<file path="config.mk">
export PLATFORM = sky130hd
export DESIGN_NAME = framebuffer_pixel_format_converter
export DESIGN_NICKNAME = d
export VERILOG_FILES = /design/src/rtl/core/fbpfc_pkg.sv /design/src/rtl/core/fbpfc_addr.sv /design/src/rtl/core/fbpfc_pixel.sv /design/src/rtl/core/framebuffer_pixel_format_converter.sv
export SDC_FILE = /design/constraint.sdc
export NUM_CORES = 1
export LEC_CHECK = 0
export ABC_AREA = 1
export BUFFER_PORTS_ARGS = -buffer_cell sky130_fd_sc_hd__buf_2
export CAP_MARGIN = 20
export CORE_ASPECT_RATIO = 0.75
export CORE_MARGIN = 2
export CORE_UTILIZATION = 35
export DETAILED_ROUTE_END_ITERATION = 6
export PLACE_DENSITY = 0.58
export SLEW_MARGIN = 10
export SYNTH_ARGS = -nofsm -noshare
export SYNTH_HDL_FRONTEND = slang
export SYNTH_SLANG_ARGS = --single-unit
</file>
<file path="constraint.sdc">
create_clock -name i_clk -period 11.92 [get_ports i_clk]
set_input_delay 0.596 -clock i_clk [delete_from_list [all_inputs] [get_ports i_clk]]
set_output_delay 0.596 -clock i_clk [all_outputs]
set_load 0.01 [all_outputs]
</file>
<file path="src/rtl/core/fbpfc_pkg.sv">
// Package for the framebuffer pixel format converter.
// Field widths, format and register codes, and shared types. No dependencies.
package fbpfc_pkg;

    localparam int POS_W    = 10;
    localparam int CHAN_W   = 8;
    localparam int WORD_W   = 32;
    localparam int FMT_W    = 3;
    localparam int STRIDE_W = 16;
    localparam int BYTES_W  = 3;
    localparam int CFG_IDX_W = 2;

    localparam int DEF_SCREEN_HEIGHT = 240;

    // format codes; anything else is RGB565
    localparam logic [FMT_W-1:0] FMT_BGRA8  = 3'd0;
    localparam logic [FMT_W-1:0] FMT_BGR8   = 3'd1;
    localparam logic [FMT_W-1:0] FMT_RGB5A1 = 3'd3;
    localparam logic [FMT_W-1:0] FMT_RGBA4  = 3'd4;

    localparam logic OP_PACK   = 1'b0;
    localparam logic OP_UNPACK = 1'b1;

    localparam logic [CFG_IDX_W-1:0] CFG_FORMAT = 2'd0;
    localparam logic [CFG_IDX_W-1:0] CFG_STRIDE = 2'd1;
    localparam logic [CFG_IDX_W-1:0] CFG_BASE   = 2'd2;

    typedef struct packed {
        logic [FMT_W-1:0]    fmt;
        logic [STRIDE_W-1:0] stride;
        logic [WORD_W-1:0]   base;
    } t_cfg;

    typedef struct packed {
        logic              op;
        logic [CHAN_W-1:0] red;
        logic [CHAN_W-1:0] green;
        logic [CHAN_W-1:0] blue;
        logic [WORD_W-1:0] word;
    } t_pix;

    function automatic logic [BYTES_W-1:0] bytes_per_pixel(input logic [FMT_W-1:0] fmt);
        logic [BYTES_W-1:0] bpp;
        case (fmt)
            FMT_BGRA8: bpp = 3'd4;
            FMT_BGR8:  bpp = 3'd3;
            default:   bpp = 3'd2;
        endcase
        return bpp;
    endfunction

endpackage

</file>
<file path="src/rtl/core/fbpfc_addr.sv">
// Address path: base + x*stride + (height-1-y)*bpp, bit 31 set; all zero when base is zero.
// Two register stages. Depends on fbpfc_pkg.
module fbpfc_addr #(
    parameter int SCREEN_HEIGHT = fbpfc_pkg::DEF_SCREEN_HEIGHT
) (
    input  logic                           i_clk,
    input  fbpfc_pkg::t_cfg                i_cfg,
    input  logic [fbpfc_pkg::POS_W-1:0]    i_pos_x,
    input  logic [fbpfc_pkg::POS_W-1:0]    i_pos_y,
    output logic [fbpfc_pkg::WORD_W-1:0]   o_pixel_address,
    output logic [fbpfc_pkg::BYTES_W-1:0]  o_access_bytes
);
    import fbpfc_pkg::*;

    localparam int PROD_W = POS_W + STRIDE_W;
    localparam logic [WORD_W-1:0] ROW_TOP = WORD_W'(SCREEN_HEIGHT - 1);

    logic [PROD_W-1:0]  r_prod;
    logic [WORD_W-1:0]  r_row_term;
    logic [WORD_W-1:0]  r_addr;
    logic [BYTES_W-1:0] r_bytes;

    logic [WORD_W-1:0]  row;
    logic [BYTES_W-1:0] bpp;
    logic [WORD_W-1:0]  n_addr;

    assign bpp    = bytes_per_pixel(i_cfg.fmt);
    // row wraps mod 2^32 when y is past the screen
    assign row    = ROW_TOP - WORD_W'(i_pos_y);
    assign n_addr = (i_cfg.base + WORD_W'(r_prod) + r_row_term) | {1'b1, {(WORD_W-1){1'b0}}};

    always_ff @(posedge i_clk) begin
        r_prod     <= PROD_W'(i_pos_x) * PROD_W'(i_cfg.stride);
        r_row_term <= row * WORD_W'(bpp);
        if (i_cfg.base == '0) begin
            r_addr  <= '0;
            r_bytes <= '0;
        end else begin
            r_addr  <= n_addr;
            r_bytes <= bpp;
        end
    end

    assign o_pixel_address = r_addr;
    assign o_access_bytes  = r_bytes;

endmodule

</file>
<file path="src/rtl/core/fbpfc_pixel.sv">
// Pixel path: packs RGB888 into a framebuffer word or expands one back.
// Two register stages. Depends on fbpfc_pkg.
module fbpfc_pixel (
    input  logic                          i_clk,
    input  fbpfc_pkg::t_cfg               i_cfg,
    input  fbpfc_pkg::t_pix               i_pix,
    output logic [fbpfc_pkg::WORD_W-1:0]  o_write_word,
    output logic [fbpfc_pkg::CHAN_W-1:0]  o_out_red,
    output logic [fbpfc_pkg::CHAN_W-1:0]  o_out_green,
    output logic [fbpfc_pkg::CHAN_W-1:0]  o_out_blue
);
    import fbpfc_pkg::*;

    t_pix              r_pix;
    logic [WORD_W-1:0] r_wword;
    logic [CHAN_W-1:0] r_red, r_green, r_blue;

    logic [WORD_W-1:0] packed_word;
    logic [CHAN_W-1:0] n_red, n_green, n_blue;
    logic [15:0]       v;

    assign v = r_pix.word[15:0];

    always_comb begin
        case (i_cfg.fmt)
            FMT_BGRA8: packed_word = {8'hFF, r_pix.red, r_pix.green, r_pix.blue};
            FMT_BGR8:  packed_word = {8'h00, r_pix.red, r_pix.green, r_pix.blue};
            FMT_RGB5A1: packed_word = {16'h0, r_pix.red[7:3], r_pix.green[7:3],
                                       r_pix.blue[7:3], 1'b1};
            FMT_RGBA4: packed_word = {16'h0, r_pix.red[7:4], r_pix.green[7:4],
                                      r_pix.blue[7:4], 4'hF};
            default:   packed_word = {16'h0, r_pix.red[7:3], r_pix.green[7:2],
                                      r_pix.blue[7:3]};
        endcase
    end

    always_comb begin
        case (i_cfg.fmt)
            FMT_BGRA8, FMT_BGR8: begin
                n_red   = r_pix.word[23:16];
                n_green = r_pix.word[15:8];
                n_blue  = r_pix.word[7:0];
            end
            FMT_RGB5A1: begin
                n_red   = {v[15:11], 3'b000};
                n_green = {v[10:6], 3'b000};
                n_blue  = {v[5:1], 3'b000};
            end
            FMT_RGBA4: begin
                // nibble * 17 is the nibble repeated
                n_red   = {v[15:12], v[15:12]};
                n_green = {v[11:8], v[11:8]};
                n_blue  = {v[7:4], v[7:4]};
            end
            default: begin
                n_red   = {v[15:11], 3'b000};
                n_green = {v[10:5], 2'b00};
                n_blue  = {v[4:0], 3'b000};
            end
        endcase
    end

    always_ff @(posedge i_clk) begin
        r_pix   <= i_pix;
        r_wword <= '0;
        r_red   <= '0;
        r_green <= '0;
        r_blue  <= '0;
        if (i_cfg.base != '0) begin
            if (r_pix.op == OP_PACK) begin
                r_wword <= packed_word;
            end else begin
                r_red   <= n_red;
                r_green <= n_green;
                r_blue  <= n_blue;
            end
        end
    end

    assign o_write_word = r_wword;
    assign o_out_red    = r_red;
    assign o_out_green  = r_green;
    assign o_out_blue   = r_blue;

endmodule

</file>
<file path="src/rtl/core/framebuffer_pixel_format_converter.sv">
// Top level of the framebuffer pixel format converter.
// Holds the configuration registers and the item valid pipeline.
// Depends on fbpfc_pkg, fbpfc_addr, fbpfc_pixel.
//
// Usage:
//   Configuration: write pixel_format (0), column_stride (1) and frame_base (2)
//   through i_cfg_we / i_cfg_idx / i_cfg_data while no item is in flight.
//   Index 3 is ignored.
//   Items: drive the payload ports and raise i_start; o_busy is always low,
//   so an item is taken on every cycle i_start is high.
//   Results: o_done pulses for one cycle once the item has passed r_v1 and r_v2,
//   with the address, byte count and packed word or expanded RGB.
//   Throughput is one item per cycle: stage 1 holds the x*stride product and
//   row term plus the captured pixel, stage 2 the sum and the packed/unpacked
//   pixel.
//   frame_base of zero gives an all-zero result; a pack gives zero RGB and an
//   unpack a zero write word.
//   Reset clears the configuration registers and the valid pipeline; items in
//   flight are dropped.
//   The receiver cannot stall: each result is shown for exactly one cycle.
module framebuffer_pixel_format_converter #(
    parameter int SCREEN_HEIGHT = fbpfc_pkg::DEF_SCREEN_HEIGHT
) (
    input  logic                            i_clk,
    input  logic                            i_rst_n,
    input  logic                            i_cfg_we,
    input  logic [fbpfc_pkg::CFG_IDX_W-1:0] i_cfg_idx,
    input  logic [fbpfc_pkg::WORD_W-1:0]    i_cfg_data,
    input  logic                            i_start,
    output logic                            o_busy,
    input  logic                            i_opcode,
    input  logic [fbpfc_pkg::POS_W-1:0]     i_pos_x,
    input  logic [fbpfc_pkg::POS_W-1:0]     i_pos_y,
    input  logic [fbpfc_pkg::CHAN_W-1:0]    i_in_red,
    input  logic [fbpfc_pkg::CHAN_W-1:0]    i_in_green,
    input  logic [fbpfc_pkg::CHAN_W-1:0]    i_in_blue,
    input  logic [fbpfc_pkg::WORD_W-1:0]    i_read_word,
    output logic                            o_done,
    output logic [fbpfc_pkg::WORD_W-1:0]    o_pixel_address,
    output logic [fbpfc_pkg::BYTES_W-1:0]   o_access_bytes,
    output logic [fbpfc_pkg::WORD_W-1:0]    o_write_word,
    output logic [fbpfc_pkg::CHAN_W-1:0]    o_out_red,
    output logic [fbpfc_pkg::CHAN_W-1:0]    o_out_green,
    output logic [fbpfc_pkg::CHAN_W-1:0]    o_out_blue
);
    import fbpfc_pkg::*;

    t_cfg r_cfg;
    logic r_v1;
    logic r_v2;
    t_pix pix;

    // config registers
    always_ff @(posedge i_clk) begin
        if (!i_rst_n) begin
            r_cfg <= '0;
        end else if (i_cfg_we) begin
            case (i_cfg_idx)
                CFG_FORMAT: r_cfg.fmt    <= i_cfg_data[FMT_W-1:0];
                CFG_STRIDE: r_cfg.stride <= i_cfg_data[STRIDE_W-1:0];
                CFG_BASE:   r_cfg.base   <= i_cfg_data;
                default: ;
            endcase
        end
    end

    // valid tracks the two data stages
    always_ff @(posedge i_clk) begin
        if (!i_rst_n) begin
            r_v1 <= 1'b0;
            r_v2 <= 1'b0;
        end else begin
            r_v1 <= i_start;
            r_v2 <= r_v1;
        end
    end

    assign pix.op    = i_opcode;
    assign pix.red   = i_in_red;
    assign pix.green = i_in_green;
    assign pix.blue  = i_in_blue;
    assign pix.word  = i_read_word;

    fbpfc_addr #(
        .SCREEN_HEIGHT(SCREEN_HEIGHT)
    ) u_addr (
        .i_clk           (i_clk),
        .i_cfg           (r_cfg),
        .i_pos_x         (i_pos_x),
        .i_pos_y         (i_pos_y),
        .o_pixel_address (o_pixel_address),
        .o_access_bytes  (o_access_bytes)
    );

    fbpfc_pixel u_pixel (
        .i_clk        (i_clk),
        .i_cfg        (r_cfg),
        .i_pix        (pix),
        .o_write_word (o_write_word),
        .o_out_red    (o_out_red),
        .o_out_green  (o_out_green),
        .o_out_blue   (o_out_blue)
    );

    assign o_busy = 1'b0;
    assign o_done = r_v2;

endmodule
</file>
==> results by group <==
Run status
  – Status: finished clean

Yosys
  – Asr flop ratio synth: 0%
  – Yosys top cell by area: dfxtp_1
  – Prevailing post-synth register cell: dfxtp_1
  – Number of synthesized flops with an enable pin: 0
  – YS warnings: 0
  – Syn Nets: 2516
  – Seq/Total Area, Yosys: between 20% and 30%
  – Post-Syn Instances: 2142
  – Ranking of synthesized cells by area: dfxtp_1, fa_1, nand2_1
  – Avg Synthesized Cell Area: between 7 and 8 µm²
  – Synth Cell Area: 0.0163 mm²
  – Post-synth top area share: 29.8%
  – Synth unique cells: 44
  – Count of state elements after synthesis: 243

Setup path
  – Critical Path End Type: flop
  – Max incr delay on CP: 0.71 ns
  – Reg-to-reg setup timing slack: 6.63 ns
  – Worst Path Arrival: about 5.7 ns
  – WP data required: around 12 ns
  – Cell Chain, Critical Path: nand2_1 > fa_1 > inv_1 > fa_1 > inv_1 > fa_1 > inv_1 > fa_1 > inv_1 > fa_1 > inv_1 > ha_1 > a21oi_1 > a21boi_0 > nand2_1 > nand2_1 > nand2_1 > nand2_1 > nand2_1 > nand2_1 > nand2_1
  – Crit Path Class: flop to flop
  – Worst-path fanout max: 11
  – CP most frequent cell: nand2_1
  – Crit-path slowest cell: dfxtp_1
  – Crit start category: flop

Run
  – Number of max-cap violations: 0

Power
  – PnR Total Power: 3.37 mW
  – Leakage Power: ~10 nW
  – Switch Pwr: 1.38 mW
  – Seq pwr share: 31.5%
  – Switch share: 41.1%
  – Power Density: 182 mW/mm²
  – Comb power frac: 44.7%
  – Clock power frac: a little under a quarter
  – Int Power: 1.98 mW
  – Maximum vdd drop: 0.139 mV

Clock tree
  – Clock-pin slew on the worst setup and hold paths: 0.07 ns
  – CTS buffer count: 23
  – H-tree levels: 1
  – CTS tree: done
  – Clk Latency, worst-skew pair: ~0.55 ns
  – Post-CTS Setup Repair Bufs: 0
  – Cts hold-fix bufs: 0
  – CTS root buf: clkbuf_16
  – CTS sink cnt: around 240
  – Clock Path Buffers: 3
  – Post-CTS resize count: 0

Floorplanning
  – Die footprint: 0.0484 mm²
  – Initial Util: 35.4%
  – Die W: 253 µm
  – Row count: 68
  – Die Height: around 190 µm
  – I/O pins: 208
  – Core Footprint: about 0.046 mm²

Route
  – Count of antenna-violating nets left after detailed routing: 0
  – Wirelength per Cell: 15.0 µm
  – Drt total wl: 44200 µm
  – Mean number of vias per cell: approximately 4.6
  – Residual DRC count: 0
  – Initial DRC count: 785
  – Vias post-DR: approximately 13000
  – TritonRoute pass-1 iters: 6

Global routing
  – Met3 Use GR: 3.38%
  – Initial antenna violation count: 1
  – M1 GR Usage: a little over a quarter
  – GRT Total Usage: 18.5%
  – Routing usage on met2: 28.6%
  – First-pass GRT wire length: 70800 µm
  – Vias in the first global route: 13400
  – Overflow after GRT: 0
  – Top Usage Layer GRT: met2
  – Largest net degree at the start of global routing: 65

Finish
  – Finished Core Util: 40.3%
  – Share of cells above drive strength 1: ~12%
  – Number of fill cells: around 4800
  – Post-Layout Cell Count: 2935
  – Area grow syn2layout: 13.7%
  – Most frequent cells in the layout: nand2_1, inv_1, dfxtp_1
  – Nets: 2664
  – Ant diodes: 0
  – Most common library cell in the layout ignoring fill and taps: nand2_1

STA
  – Final Hold Fails: 0
  – Min Tclk post-route: roughly 5.3 ns
  – Skew final: between 0.02 and 0.025 ns
  – RSZ-0062 raised after global routing: false
  – Worst Tran Pin Value: 0.888 ns
  – Setup-failing EPs final: 0
  – Max Freq: approximately 190 MHz
  – Relative slew margins: 40.8%
  – Setup TNS: 0 ns
  – Pins Over Slew Limit: 0
  – Final period utilization: 44.4%

Place
  – Port Buf Inserts: 198
  – GP Congestion: 0.887
  – Dpl cells: slightly below 3000
  – Final HPWL DP: 35900 µm

Min path
  – HP Class: input pin to flop
-- final timing paths --
check | from | to | depth (start not counted)
worst min-delay path | i_read_word[20] | u_pixel.r_pix[20] | 1
worst max register to register | r_cfg[39] | u_addr.r_prod[21] | 21
worst min register to register | u_pixel.r_pix[50] | u_pixel.o_write_word[18] | 2
worst max-delay path | r_cfg[39] | u_addr.r_prod[21] | 21
-- flip-flops by register name (all words and copies together) (netlist names) --
register / cells
u_pixel.o_out_blue: 8
u_pixel.o_out_red: 8
r_cfg: 51
u_pixel.o_write_word: 25
u_pixel.r_pix: 49
u_addr.o_pixel_address: 32
u_addr.r_row_term: 31
r_v1: 1
u_addr.r_prod: 26
u_pixel.o_out_green: 8
o_done: 1
u_addr.o_access_bytes: 3
-- critical path, delay by kind of cell, from the launching register on --
family	cells	cell delay (ns)
AO/OA/AOI/OAI	2	0.42
adder cells (fa/ha/maj)	6	2.96
buffers and inverters	5	0.27
flip-flops	1	0.71
AND/OR/NAND/NOR	8	0.81
-- synth_stat cells (3+ instances only) --
master,number
buf_2,10
and2_1,4
ha_1,108
clkbuf_1,50
fa_1,151
nand4_1,17
xor2_1,24
inv_1,434
a221oi_1,7
o22ai_1,8
xnor2_1,10
inv_2,7
a21o_1,6
o221ai_1,4
or2_2,7
buf_6,3
nand2_4,3
dfxtp_1,243
nor2_1,197
o21ai_0,65
nor3_1,5
buf_4,12
nor2_4,5
a21oi_1,117
o21bai_1,10
nand3_1,62
nand2_1,549
-- cells by family after synthesis --
logic type	count (synthesis)	synth area share, %
AO/OA/AOI/OAI	227	7.69
XOR/XNOR	34	1.83
adder cells (fa/ha/maj)	259	26.8
buffers and inverters	517	12.5
flip-flops	243	29.8
multiplexers	1	0.0614
other	1	0.0230
AND/OR/NAND/NOR	860	21.3
-- layer usage --
metal	share of wire (%)	wire length [µm]
met1	50	22300
met2	43	18900
met3	5.9	2600
met4	0.91	400
met5	0	0
-- stage by stage --
step	instance area [µm²]	worst slack, ns	hold WS (ns)
global route	18600	6.36	0.124
CTS	18600	6.70	0.122
finish	18600	6.63	0.145
global placement	17700	6.48	0.403
detailed placement	17700	6.50	0.407
floorplan	16300	6.74	0.390
-- area by class of cell --
| cell class | count | area, µm² | area share [%] |
|---|---|---|---|
| multi-input cells | 1382 | 9420 | 50.8 |
| clock buffers | 27 | 621 | 3.35 |
| well taps | 630 | 788 | 4.25 |
| clock inverters | 13 | 203 | 1.09 |
| flip-flops and latches | 243 | 4860 | 26.2 |
| repair buffers | 199 | 998 | 5.38 |
| inverters | 441 | 1660 | 8.92 |
-- power by group through the flow --
stage	Sequential [mW]	Combinational, mW	Clock, mW
2_1_floorplan	1.09	1.03	0
3_3_place_gp	1.08	1.49	0
3_5_place_dp	1.08	1.51	0
4_1_cts	1.06	1.51	0.821
5_1_grt	1.08	1.73	0.855
6_report	1.06	1.51	0.803
Note: power is estimated with default switching activity, not from simulation.
